<file path="src/sv/cmld_pkg.sv">
// ----------------------------------------------------------------------------
// cmld_pkg
// shared types, constants and the default threshold table of the
// calibrated multilevel line decoder
// ----------------------------------------------------------------------------
`default_nettype none

package cmld_pkg;

	localparam int SAMPLE_BITS_DEF = 12;
	localparam int NUM_LEVELS      = 16;
	localparam int LVL_BITS        = $clog2(NUM_LEVELS);
	localparam int SWEEP_BITS      = LVL_BITS + 1;
	localparam int TABLE_BITS      = 12;

	localparam logic [LVL_BITS-1:0] LAST_STAGE = LVL_BITS'(NUM_LEVELS - 1);
	localparam logic [LVL_BITS-1:0] SKIP_LO    = LVL_BITS'(6);
	localparam logic [LVL_BITS-1:0] SKIP_HI    = LVL_BITS'(9);
	localparam logic [LVL_BITS-1:0] AFTER_LO   = LVL_BITS'(7);
	localparam logic [LVL_BITS-1:0] AFTER_HI   = LVL_BITS'(10);

	typedef enum logic [1:0] {
		CMD_CLASSIFY = 2'd0,
		CMD_RECORD   = 2'd1,
		CMD_RESTORE  = 2'd2
	} cmd_t;

	typedef enum logic [1:0] {
		ST_IDLE,
		ST_SWEEP,
		ST_DELIVER
	} state_t;

	typedef struct packed {
		logic accept;
		logic sweep_en;
		logic load_out;
	} ctrl_cmd_t;

	typedef struct packed {
		logic final_rec;
		logic sweep_last;
	} dp_status_t;

	// default table on a 12-bit scale, rescaled to the sample width
	function automatic logic [31:0] default_threshold(input logic [LVL_BITS-1:0] idx,
			input int sb);
		logic [31:0] base;
		unique case (idx)
			4'd0:    base = 32'd1384;
			4'd1:    base = 32'd1523;
			4'd2:    base = 32'd1672;
			4'd3:    base = 32'd1821;
			4'd4:    base = 32'd1960;
			4'd5:    base = 32'd2068;
			4'd6:    base = 32'd2148;
			4'd7:    base = 32'd2336;
			4'd8:    base = 32'd2559;
			4'd9:    base = 32'd2708;
			4'd10:   base = 32'd2863;
			4'd11:   base = 32'd3023;
			4'd12:   base = 32'd3191;
			4'd13:   base = 32'd3382;
			4'd14:   base = 32'd3597;
			default: base = 32'd4096;
		endcase
		return (base << sb) >> TABLE_BITS;
	endfunction

endpackage

`default_nettype wire

</file>
<file path="src/sv/cmld_ctrl.sv">
// ----------------------------------------------------------------------------
// cmld_ctrl
// controller: item handshake, threshold sweep sequencing, output valid
// ----------------------------------------------------------------------------
`default_nettype none

module cmld_ctrl (
	input  wire logic                  clk,
	input  wire logic                  arst_n,
	input  wire logic                  item_valid,
	output logic                       item_stall,
	output logic                       result_valid,
	input  wire logic                  result_stall,
	input  wire cmld_pkg::dp_status_t  status,
	output cmld_pkg::ctrl_cmd_t        cmd
);
	import cmld_pkg::*;

	state_t state_q;
	state_t state_nxt;
	logic   out_valid_q;
	logic   out_free;

	assign out_free = !out_valid_q || !result_stall;

	always_comb begin
		state_nxt = state_q;
		unique case (state_q)
			ST_IDLE: begin
				if (item_valid) begin
					state_nxt = status.final_rec ? ST_SWEEP : ST_DELIVER;
				end
			end
			ST_SWEEP: begin
				if (status.sweep_last) begin
					state_nxt = ST_DELIVER;
				end
			end
			ST_DELIVER: begin
				if (out_free) begin
					state_nxt = ST_IDLE;
				end
			end
			default: state_nxt = ST_IDLE;
		endcase
	end

	always_comb begin
		item_stall   = (state_q != ST_IDLE);
		cmd.accept   = (state_q == ST_IDLE) && item_valid;
		cmd.sweep_en = (state_q == ST_SWEEP);
		cmd.load_out = (state_q == ST_DELIVER) && out_free;
	end

	always_ff @(posedge clk or negedge arst_n) begin
		if (!arst_n) begin
			state_q     <= ST_IDLE;
			out_valid_q <= 1'b0;
		end else begin
			state_q <= state_nxt;
			if (cmd.load_out) begin
				out_valid_q <= 1'b1;
			end else if (!result_stall) begin
				out_valid_q <= 1'b0;
			end
		end
	end

	assign result_valid = out_valid_q;

endmodule

`default_nettype wire

</file>
<file path="src/sv/cmld_datapath.sv">
// ----------------------------------------------------------------------------
// cmld_datapath
// threshold bank, parallel classifier, calibration readings and the
// midpoint sweep, plus the pending result and output registers
// ----------------------------------------------------------------------------
`default_nettype none

module cmld_datapath #(
	parameter int SAMPLE_BITS = cmld_pkg::SAMPLE_BITS_DEF
) (
	input  wire logic                          clk,
	input  wire logic                          arst_n,
	input  wire cmld_pkg::ctrl_cmd_t           cmd,
	output cmld_pkg::dp_status_t               status,
	input  wire logic [1:0]                    command,
	input  wire logic [SAMPLE_BITS-1:0]        sample,
	output logic [cmld_pkg::LVL_BITS-1:0]      level_code,
	output logic [SAMPLE_BITS-1:0]             sample_echo,
	output logic [cmld_pkg::LVL_BITS-1:0]      calib_stage,
	output logic                               calib_done
);
	import cmld_pkg::*;

	localparam int THR_W = SAMPLE_BITS + 1;
	localparam logic [THR_W-1:0] FULL_SCALE = THR_W'(1) << SAMPLE_BITS;

	logic [THR_W-1:0]       thr_q [NUM_LEVELS];
	logic [SAMPLE_BITS-1:0] cal_mem [NUM_LEVELS];
	logic [SAMPLE_BITS-1:0] mem_rd_q;
	logic [SAMPLE_BITS-1:0] last_q;
	logic [SAMPLE_BITS-1:0] avg_lo_q;
	logic [SAMPLE_BITS-1:0] avg_hi_q;
	logic [SAMPLE_BITS-1:0] prev_q;
	logic [LVL_BITS-1:0]    stage_q;
	logic [SWEEP_BITS-1:0]  k_q;

	logic [LVL_BITS-1:0]    res_code_q;
	logic [SAMPLE_BITS-1:0] res_sample_q;
	logic [LVL_BITS-1:0]    res_stage_q;
	logic                   res_done_q;

	logic [LVL_BITS-1:0]    out_code_q;
	logic [SAMPLE_BITS-1:0] out_sample_q;
	logic [LVL_BITS-1:0]    out_stage_q;
	logic                   out_done_q;

	logic [LVL_BITS-1:0]    code;
	logic [THR_W-1:0]       sample_ext;
	logic [THR_W-1:0]       avg_sum;
	logic                   is_record;
	logic                   is_restore;
	logic                   skip_stage;
	logic [LVL_BITS-1:0]    k_idx;
	logic [LVL_BITS-1:0]    k_prev_idx;
	logic [LVL_BITS-1:0]    rd_addr;
	logic [SAMPLE_BITS-1:0] rd_reading;
	logic [THR_W-1:0]       rd_ext;
	logic [THR_W:0]         mid_sum;

	assign sample_ext = {1'b0, sample};
	assign is_record  = (command == CMD_RECORD);
	assign is_restore = (command == CMD_RESTORE);
	assign skip_stage = (stage_q == SKIP_LO) || (stage_q == SKIP_HI);
	assign avg_sum    = {1'b0, last_q} + sample_ext;

	// first threshold above the sample, all-ones when none is
	always_comb begin
		code = LAST_STAGE;
		for (int i = NUM_LEVELS - 1; i >= 0; i--) begin
			if (sample_ext < thr_q[i]) begin
				code = LVL_BITS'(i);
			end
		end
	end

	// sweep reads one reading per cycle, skipped stages come from the averages
	assign k_idx      = k_q[LVL_BITS-1:0];
	assign k_prev_idx = k_idx - LVL_BITS'(1);
	// registered read runs one entry ahead of the sweep index
	assign rd_addr    = cmd.accept ? '0 : k_idx + LVL_BITS'(1);

	always_comb begin
		priority if (k_idx == SKIP_LO) begin
			rd_reading = avg_lo_q;
		end else if (k_idx == SKIP_HI) begin
			rd_reading = avg_hi_q;
		end else begin
			rd_reading = mem_rd_q;
		end
	end

	assign rd_ext  = k_q[LVL_BITS] ? FULL_SCALE : {1'b0, rd_reading};
	assign mid_sum = {2'b00, prev_q} + {1'b0, rd_ext};

	assign status.final_rec  = is_record && (stage_q == LAST_STAGE);
	assign status.sweep_last = k_q[LVL_BITS];

	always_ff @(posedge clk or negedge arst_n) begin
		if (!arst_n) begin
			stage_q <= '0;
			for (int i = 0; i < NUM_LEVELS; i++) begin
				thr_q[i] <= THR_W'(default_threshold(LVL_BITS'(i), SAMPLE_BITS));
			end
		end else begin
			if (cmd.accept && is_record) begin
				stage_q <= stage_q + LVL_BITS'(1);
			end else if (cmd.accept && is_restore) begin
				stage_q <= '0;
			end
			if (cmd.accept && is_restore) begin
				for (int i = 0; i < NUM_LEVELS; i++) begin
					thr_q[i] <= THR_W'(default_threshold(LVL_BITS'(i), SAMPLE_BITS));
				end
			end else if (cmd.sweep_en && (k_q != '0)) begin
				thr_q[k_prev_idx] <= mid_sum[THR_W:1];
			end
		end
	end

	// calibration readings and sweep registers
	always_ff @(posedge clk) begin
		if (cmd.accept && is_record) begin
			if (!skip_stage) begin
				cal_mem[stage_q] <= sample;
				last_q           <= sample;
			end
			if (stage_q == AFTER_LO) begin
				avg_lo_q <= avg_sum[THR_W-1:1];
			end
			if (stage_q == AFTER_HI) begin
				avg_hi_q <= avg_sum[THR_W-1:1];
			end
		end
		mem_rd_q <= cal_mem[rd_addr];
		if (cmd.accept) begin
			k_q <= '0;
		end else if (cmd.sweep_en) begin
			k_q    <= k_q + SWEEP_BITS'(1);
			prev_q <= rd_reading;
		end
	end

	// pending result, then the output register
	always_ff @(posedge clk) begin
		if (cmd.accept) begin
			res_code_q   <= code;
			res_sample_q <= sample;
			res_done_q   <= status.final_rec;
			if (is_record) begin
				res_stage_q <= stage_q + LVL_BITS'(1);
			end else if (is_restore) begin
				res_stage_q <= '0;
			end else begin
				res_stage_q <= stage_q;
			end
		end
		if (cmd.load_out) begin
			out_code_q   <= res_code_q;
			out_sample_q <= res_sample_q;
			out_stage_q  <= res_stage_q;
			out_done_q   <= res_done_q;
		end
	end

	assign level_code  = out_code_q;
	assign sample_echo = out_sample_q;
	assign calib_stage = out_stage_q;
	assign calib_done  = out_done_q;

endmodule

`default_nettype wire

</file>
<file path="src/sv/calibrated_multilevel_line_decoder.sv">
// result path: pending result register at acceptance, output register once free;
//   the record beat that completes calibration passes through the midpoint sweep first
// flow: a new beat is stalled until the last result is loaded into the output register
// reset: arst_n asynchronous active low; thresholds load the default table,
//   stage count clears, calibration readings stay undefined until recorded
// ----------------------------------------------------------------------------
// calibrated_multilevel_line_decoder
// decodes one ladder-voltage sample into a 4-bit line-sensor code against 16
// ascending thresholds; records calibration readings and rebuilds the thresholds
// ----------------------------------------------------------------------------
`default_nettype none

module calibrated_multilevel_line_decoder #(
	parameter int SAMPLE_BITS = cmld_pkg::SAMPLE_BITS_DEF
) (
	input  wire logic                       clk,
	input  wire logic                       arst_n,
	// input beat
	input  wire logic                       item_valid,
	output logic                            item_stall,
	input  wire logic [1:0]                 command,
	input  wire logic [SAMPLE_BITS-1:0]     sample,
	// result beat
	output logic                            result_valid,
	input  wire logic                       result_stall,
	output logic [cmld_pkg::LVL_BITS-1:0]   level_code,
	output logic                            front_left,
	output logic                            front_right,
	output logic                            rear_left,
	output logic                            rear_right,
	output logic [SAMPLE_BITS-1:0]          sample_echo,
	output logic [cmld_pkg::LVL_BITS-1:0]   calib_stage,
	output logic                            calib_done
);
	import cmld_pkg::*;

	ctrl_cmd_t  ctl_cmd;
	dp_status_t dp_status;

	// controller: idle -> (sweep) -> deliver, input stalled outside idle
	cmld_ctrl u_ctrl (
		.clk          (clk),
		.arst_n       (arst_n),
		.item_valid   (item_valid),
		.item_stall   (item_stall),
		.result_valid (result_valid),
		.result_stall (result_stall),
		.status       (dp_status),
		.cmd          (ctl_cmd)
	);

	// datapath: classifier, calibration store, midpoint sweep, result registers
	cmld_datapath #(
		.SAMPLE_BITS (SAMPLE_BITS)
	) u_datapath (
		.clk         (clk),
		.arst_n      (arst_n),
		.cmd         (ctl_cmd),
		.status      (dp_status),
		.command     (command),
		.sample      (sample),
		.level_code  (level_code),
		.sample_echo (sample_echo),
		.calib_stage (calib_stage),
		.calib_done  (calib_done)
	);

	// code bits map onto the four sensors, front left is the msb
	assign front_left  = level_code[3];
	assign front_right = level_code[2];
	assign rear_left   = level_code[1];
	assign rear_right  = level_code[0];

endmodule

`default_nettype wire

</file>
<file path="config.mk">
export PLATFORM = sky130hd
export DESIGN_NAME = calibrated_multilevel_line_decoder
export DESIGN_NICKNAME = d
export VERILOG_FILES = /design/src/sv/cmld_pkg.sv /design/src/sv/cmld_ctrl.sv /design/src/sv/cmld_datapath.sv /design/src/sv/calibrated_multilevel_line_decoder.sv
export SDC_FILE = /design/constraint.sdc
export NUM_CORES = 1
export LEC_CHECK = 0
export ABC_AREA = 0
export BUFFER_PORTS_ARGS = -buffer_cell sky130_fd_sc_hd__buf_2
export CORE_ASPECT_RATIO = 1.4
export CORE_UTILIZATION = 55
export DETAILED_ROUTE_END_ITERATION = 10
export PLACE_DENSITY = 0.71
export SYNTH_ARGS = -nofsm -noshare
export SYNTH_HDL_FRONTEND = slang
export SYNTH_SLANG_ARGS = --single-unit
export TNS_END_PERCENT = 100
</file>
<file path="constraint.sdc">
create_clock -name clk -period 10.5 [get_ports clk]
set_clock_uncertainty 0.15 [all_clocks]
set_input_delay 2.1 -clock clk [delete_from_list [all_inputs] [get_ports clk]]
set_output_delay 2.1 -clock clk [all_outputs]
set_load 0.01 [all_outputs]
</file>
==> metrics.yaml <==
power_and_ir_drop:
  pwr-share-comb: 0.160
  power.density_nw_per_um2: 173
  clock_power_share: 0.365
  switching_share: 0.284
  intPower_mw: 3.38
  seq_power_share: 0.476
  ir_drop_mv: 0.122
  p_leak_nw: 11.3
  p_sw_mw: 1.34
synthesis:
  yosysWarnings: 0
  yosysMostFrequentCell: "o21ai_0"
  seq_area_frac_synth: 0.564
  yosys.area.top_type: "edfxtp_1"
  synth_cell_type_count: 80
  synth_top_area_share: 0.342
  syn_area_um2: 24800
  synth_area_leaders: "edfxtp_1, dfrtp_1, ha_1, dfstp_2, o21ai_0"
  ys.flop_type: "edfxtp_1"
  async_reset_ff_frac: 0.403
  synth_area_per_cell_um2: 11.3
  synth_edf_count: 282
  synth_top_cells_by_count: "o21ai_0, edfxtp_1, ha_1"
  synth-seq-cells: 501
  syn_inst: 2190
critical_path:
  cp.depth: 15
  timing.rr.start: "u_datapath.k_q[0]"
  path_max_fanout: 39
  r2r_cells: 15
  start_kind: "register"
  r2r_slack_ps: 5100
  endpoint_kind: "register"
  crit_buf_inv: 2
  startpoint: "u_datapath.k_q[0]"
  crit_required_ps: 10790
  cpPeakStageDelay_ps: 1030
  worstPathArrival_ps: 5690
  criticalPathCategory: "register to register"
  worst_path_max_delay_cell: "a311oi_4"
  crit_family: "compound AO/OA/AOI/OAI gates"
  worstPathCellList: "clkinv_1, buf_4, ha_1, and3b_1, o21ai_0, and2_1, ha_1, a21o_1, a21oi_1, nand2_1, a41oi_2, o21ai_2, nor4b_2, a311oi_4, o21ai_0"
grt:
  antenna_found_initial: 0
  grt_use_met2: 0.506
  grt_pass1_vias: 17307
  use_met3: 0.0305
  grt_first_pass_wirelength_mm: 97.0
  grt_use_total: 0.279
  met1_usage: 0.325
  overflow: 0
  top_usage_layer: "met2"
  grt_max_degree: 100
hold_path:
  holdCritPathClass: "register to register"
  hold_depth: 0
  min_from: "u_datapath.res_sample_q[8]"
flow_run:
  cap_violations: 0
cells_and_area:
  fin_area_um2: 27200
  synthToLayoutAreaGrowth_pct: 9.72
  nNetsFinal: 2445
  nFillCells: 3492
  post-route-util: 0.614
  drive_above_1_share: 0.138
  n_antenna_cell: 0
  seq_area_um2: 14000
  multi_input_area_um2: 9740
sta:
  setup_viol: 0
  finalSetupTns_ps: 0
  period_share: 0.514
  finalMaxSlewViolations: 0
  postLayoutSetupSlackWorst_ps: 5100
  min_period_ps: 5400
  hold_violations: 0
  worstMarginPinSlew_ps: 1210
  fmax_ghz: 0.185
  fin_hold_ws_ps: 269
  maxSlewHeadroom: 0.190
  rsz0062_at_grt: "false"
placement:
  gp_congestion: 0.862
  hpwl_mm: 38.3
  post-place-ws_ps: 5160
  port_buffers: 44
  place_area_um2: 25600
clock_network:
  root_buffer: "clkbuf_16"
  clkTransAtPathRegs_ps: 60
  cts_sinks: 501
  htree_levels: 2
  cts_tree: "done"
  cts-resized-gates: 0
  post_cts_buffers: 0
  postCtsHoldBufs: 0
  numCtsBuffers: 47
  clkLatencyLatePin_ps: 590
  clock_path_buffers: 3
detailed_routing:
  drt-initial-drc-count: 1451
  wl_per_cell_um: 22.3
  vias: 17402
  drt_first_pass_iters: 5
  drt_drc_violations_left: 0
  viasPerCell: 6.16
  wl_mm: 62.9
  postRouteAntennaNets: 0
floorplanning:
  rows: 91
  ios: 45
  die_x_um: 181
  die_h_um: 253
  die-area_um2: 45900
  start_util: 0.559
  fp.coreArea_um2: 44300
status:
  status: "complete, no violations"
-- final cells by class --
| type | instances | share of cell area |
|---|---|---|
| clock buffers | 60 | 0.0467 |
| clock inverters | 28 | 0.00976 |
| inverters | 197 | 0.0272 |
| multi-input cells | 1401 | 0.358 |
| flip-flops and latches | 501 | 0.514 |
| well taps | 558 | 0.0257 |
| repair buffers | 79 | 0.0181 |
-- cells by family (layout without fill, tap and decap cells) --
family | after synthesis | after routing | synth area share
AOI/OAI and AO/OA | 657 | 657 | 0.161
xor gates and xnor gates | 27 | 27 | 0.00954
adders and majority gates | 200 | 200 | 0.102
buffers and inverters | 311 | 364 | 0.0485
DFF | 501 | 501 | 0.564
muxes | 48 | 48 | 0.0270
other | 1 | 24 | 0.000151
and+or+nand+nor | 445 | 445 | 0.0882
-- flip-flops by register name, indices dropped and copies added (netlist names) --
name and cells:
u_datapath.thr_q 195, u_datapath.cal_mem 192, u_datapath.avg_hi_q 12, u_datapath.avg_lo_q 12
u_datapath.last_q 12, u_datapath.mem_rd_q 12, u_datapath.prev_q 12, u_datapath.res_sample_q 12
u_datapath.sample_echo 12, u_datapath.k_q 5, u_datapath.calib_stage 4, u_datapath.level_code 4
u_datapath.res_code_q 4, u_datapath.res_stage_q 4, u_datapath.stage_q 4, u_ctrl.state_q 2
u_ctrl.result_valid 1, u_datapath.calib_done 1, u_datapath.res_done_q 1
-- layout by cell type (no fill, tap or decap), types with 16 or more instances in the layout --
cell type,n
a21oi_1,88
dfxtp_1,16
and3_1,22
a21o_1,23
o21ai_0,346
clkbuf_16,48
buf_4,35
nand2_1,103
ha_1,198
edfxtp_1,282
mux2i_1,23
dfstp_2,93
nor2_1,89
inv_1,194
a211oi_1,25
and2_1,26
dfrtp_1,109
o211ai_1,34
nand3_1,115
a31oi_1,20
buf_2,43
conb_1,24
-- worst paths after layout --
check | end
hold / removal | u_datapath.sample_echo[8]
setup / recovery | u_datapath.thr_q[192]
min in group asynchronous | u_datapath.thr_q[121]
max in group asynchronous | u_datapath.thr_q[79]
hold reg to reg | u_datapath.sample_echo[8]
setup reg to reg | u_datapath.thr_q[192]
-- worst register-to-register path, stage by stage (launching register included) --
cell and delay, ps:
dfxtp_2 330, clkinv_1 40, buf_4 400, ha_1 290
and3b_1 650, o21ai_0 390, and2_1 260, ha_1 370
a21o_1 220, a21oi_1 170, nand2_1 100, a41oi_2 270
o21ai_2 130, nor4b_2 190, a311oi_4 1030, o21ai_0 280
-- power groups by stage --
stage	clock [mW]	sequential (mW)	combinational (mW)
4_1_cts	1.74	2.24	0.752
6_report	1.72	2.24	0.752
3_5_place_dp	0	2.28	0.748
2_1_floorplan	0	2.27	0.422
3_3_place_gp	0	2.28	0.727
5_1_grt	1.81	2.25	0.812
-- metrics by stage --
stage                     total power [mW]  std cells
final                                 4.71       2824
after global routing                  4.87       2824
after CTS                             4.73       2824
after detailed placement              3.03       2736
after global placement                3.00       2736
after floorplan                       2.69       2213
-- metal layers --
metal  wire length, µm  share of wire
met5                 0              0
met2             32200           0.51
met1             24400           0.39
met4              3240          0.052
met3              3020          0.048
(Power assumes the default switching activity.)
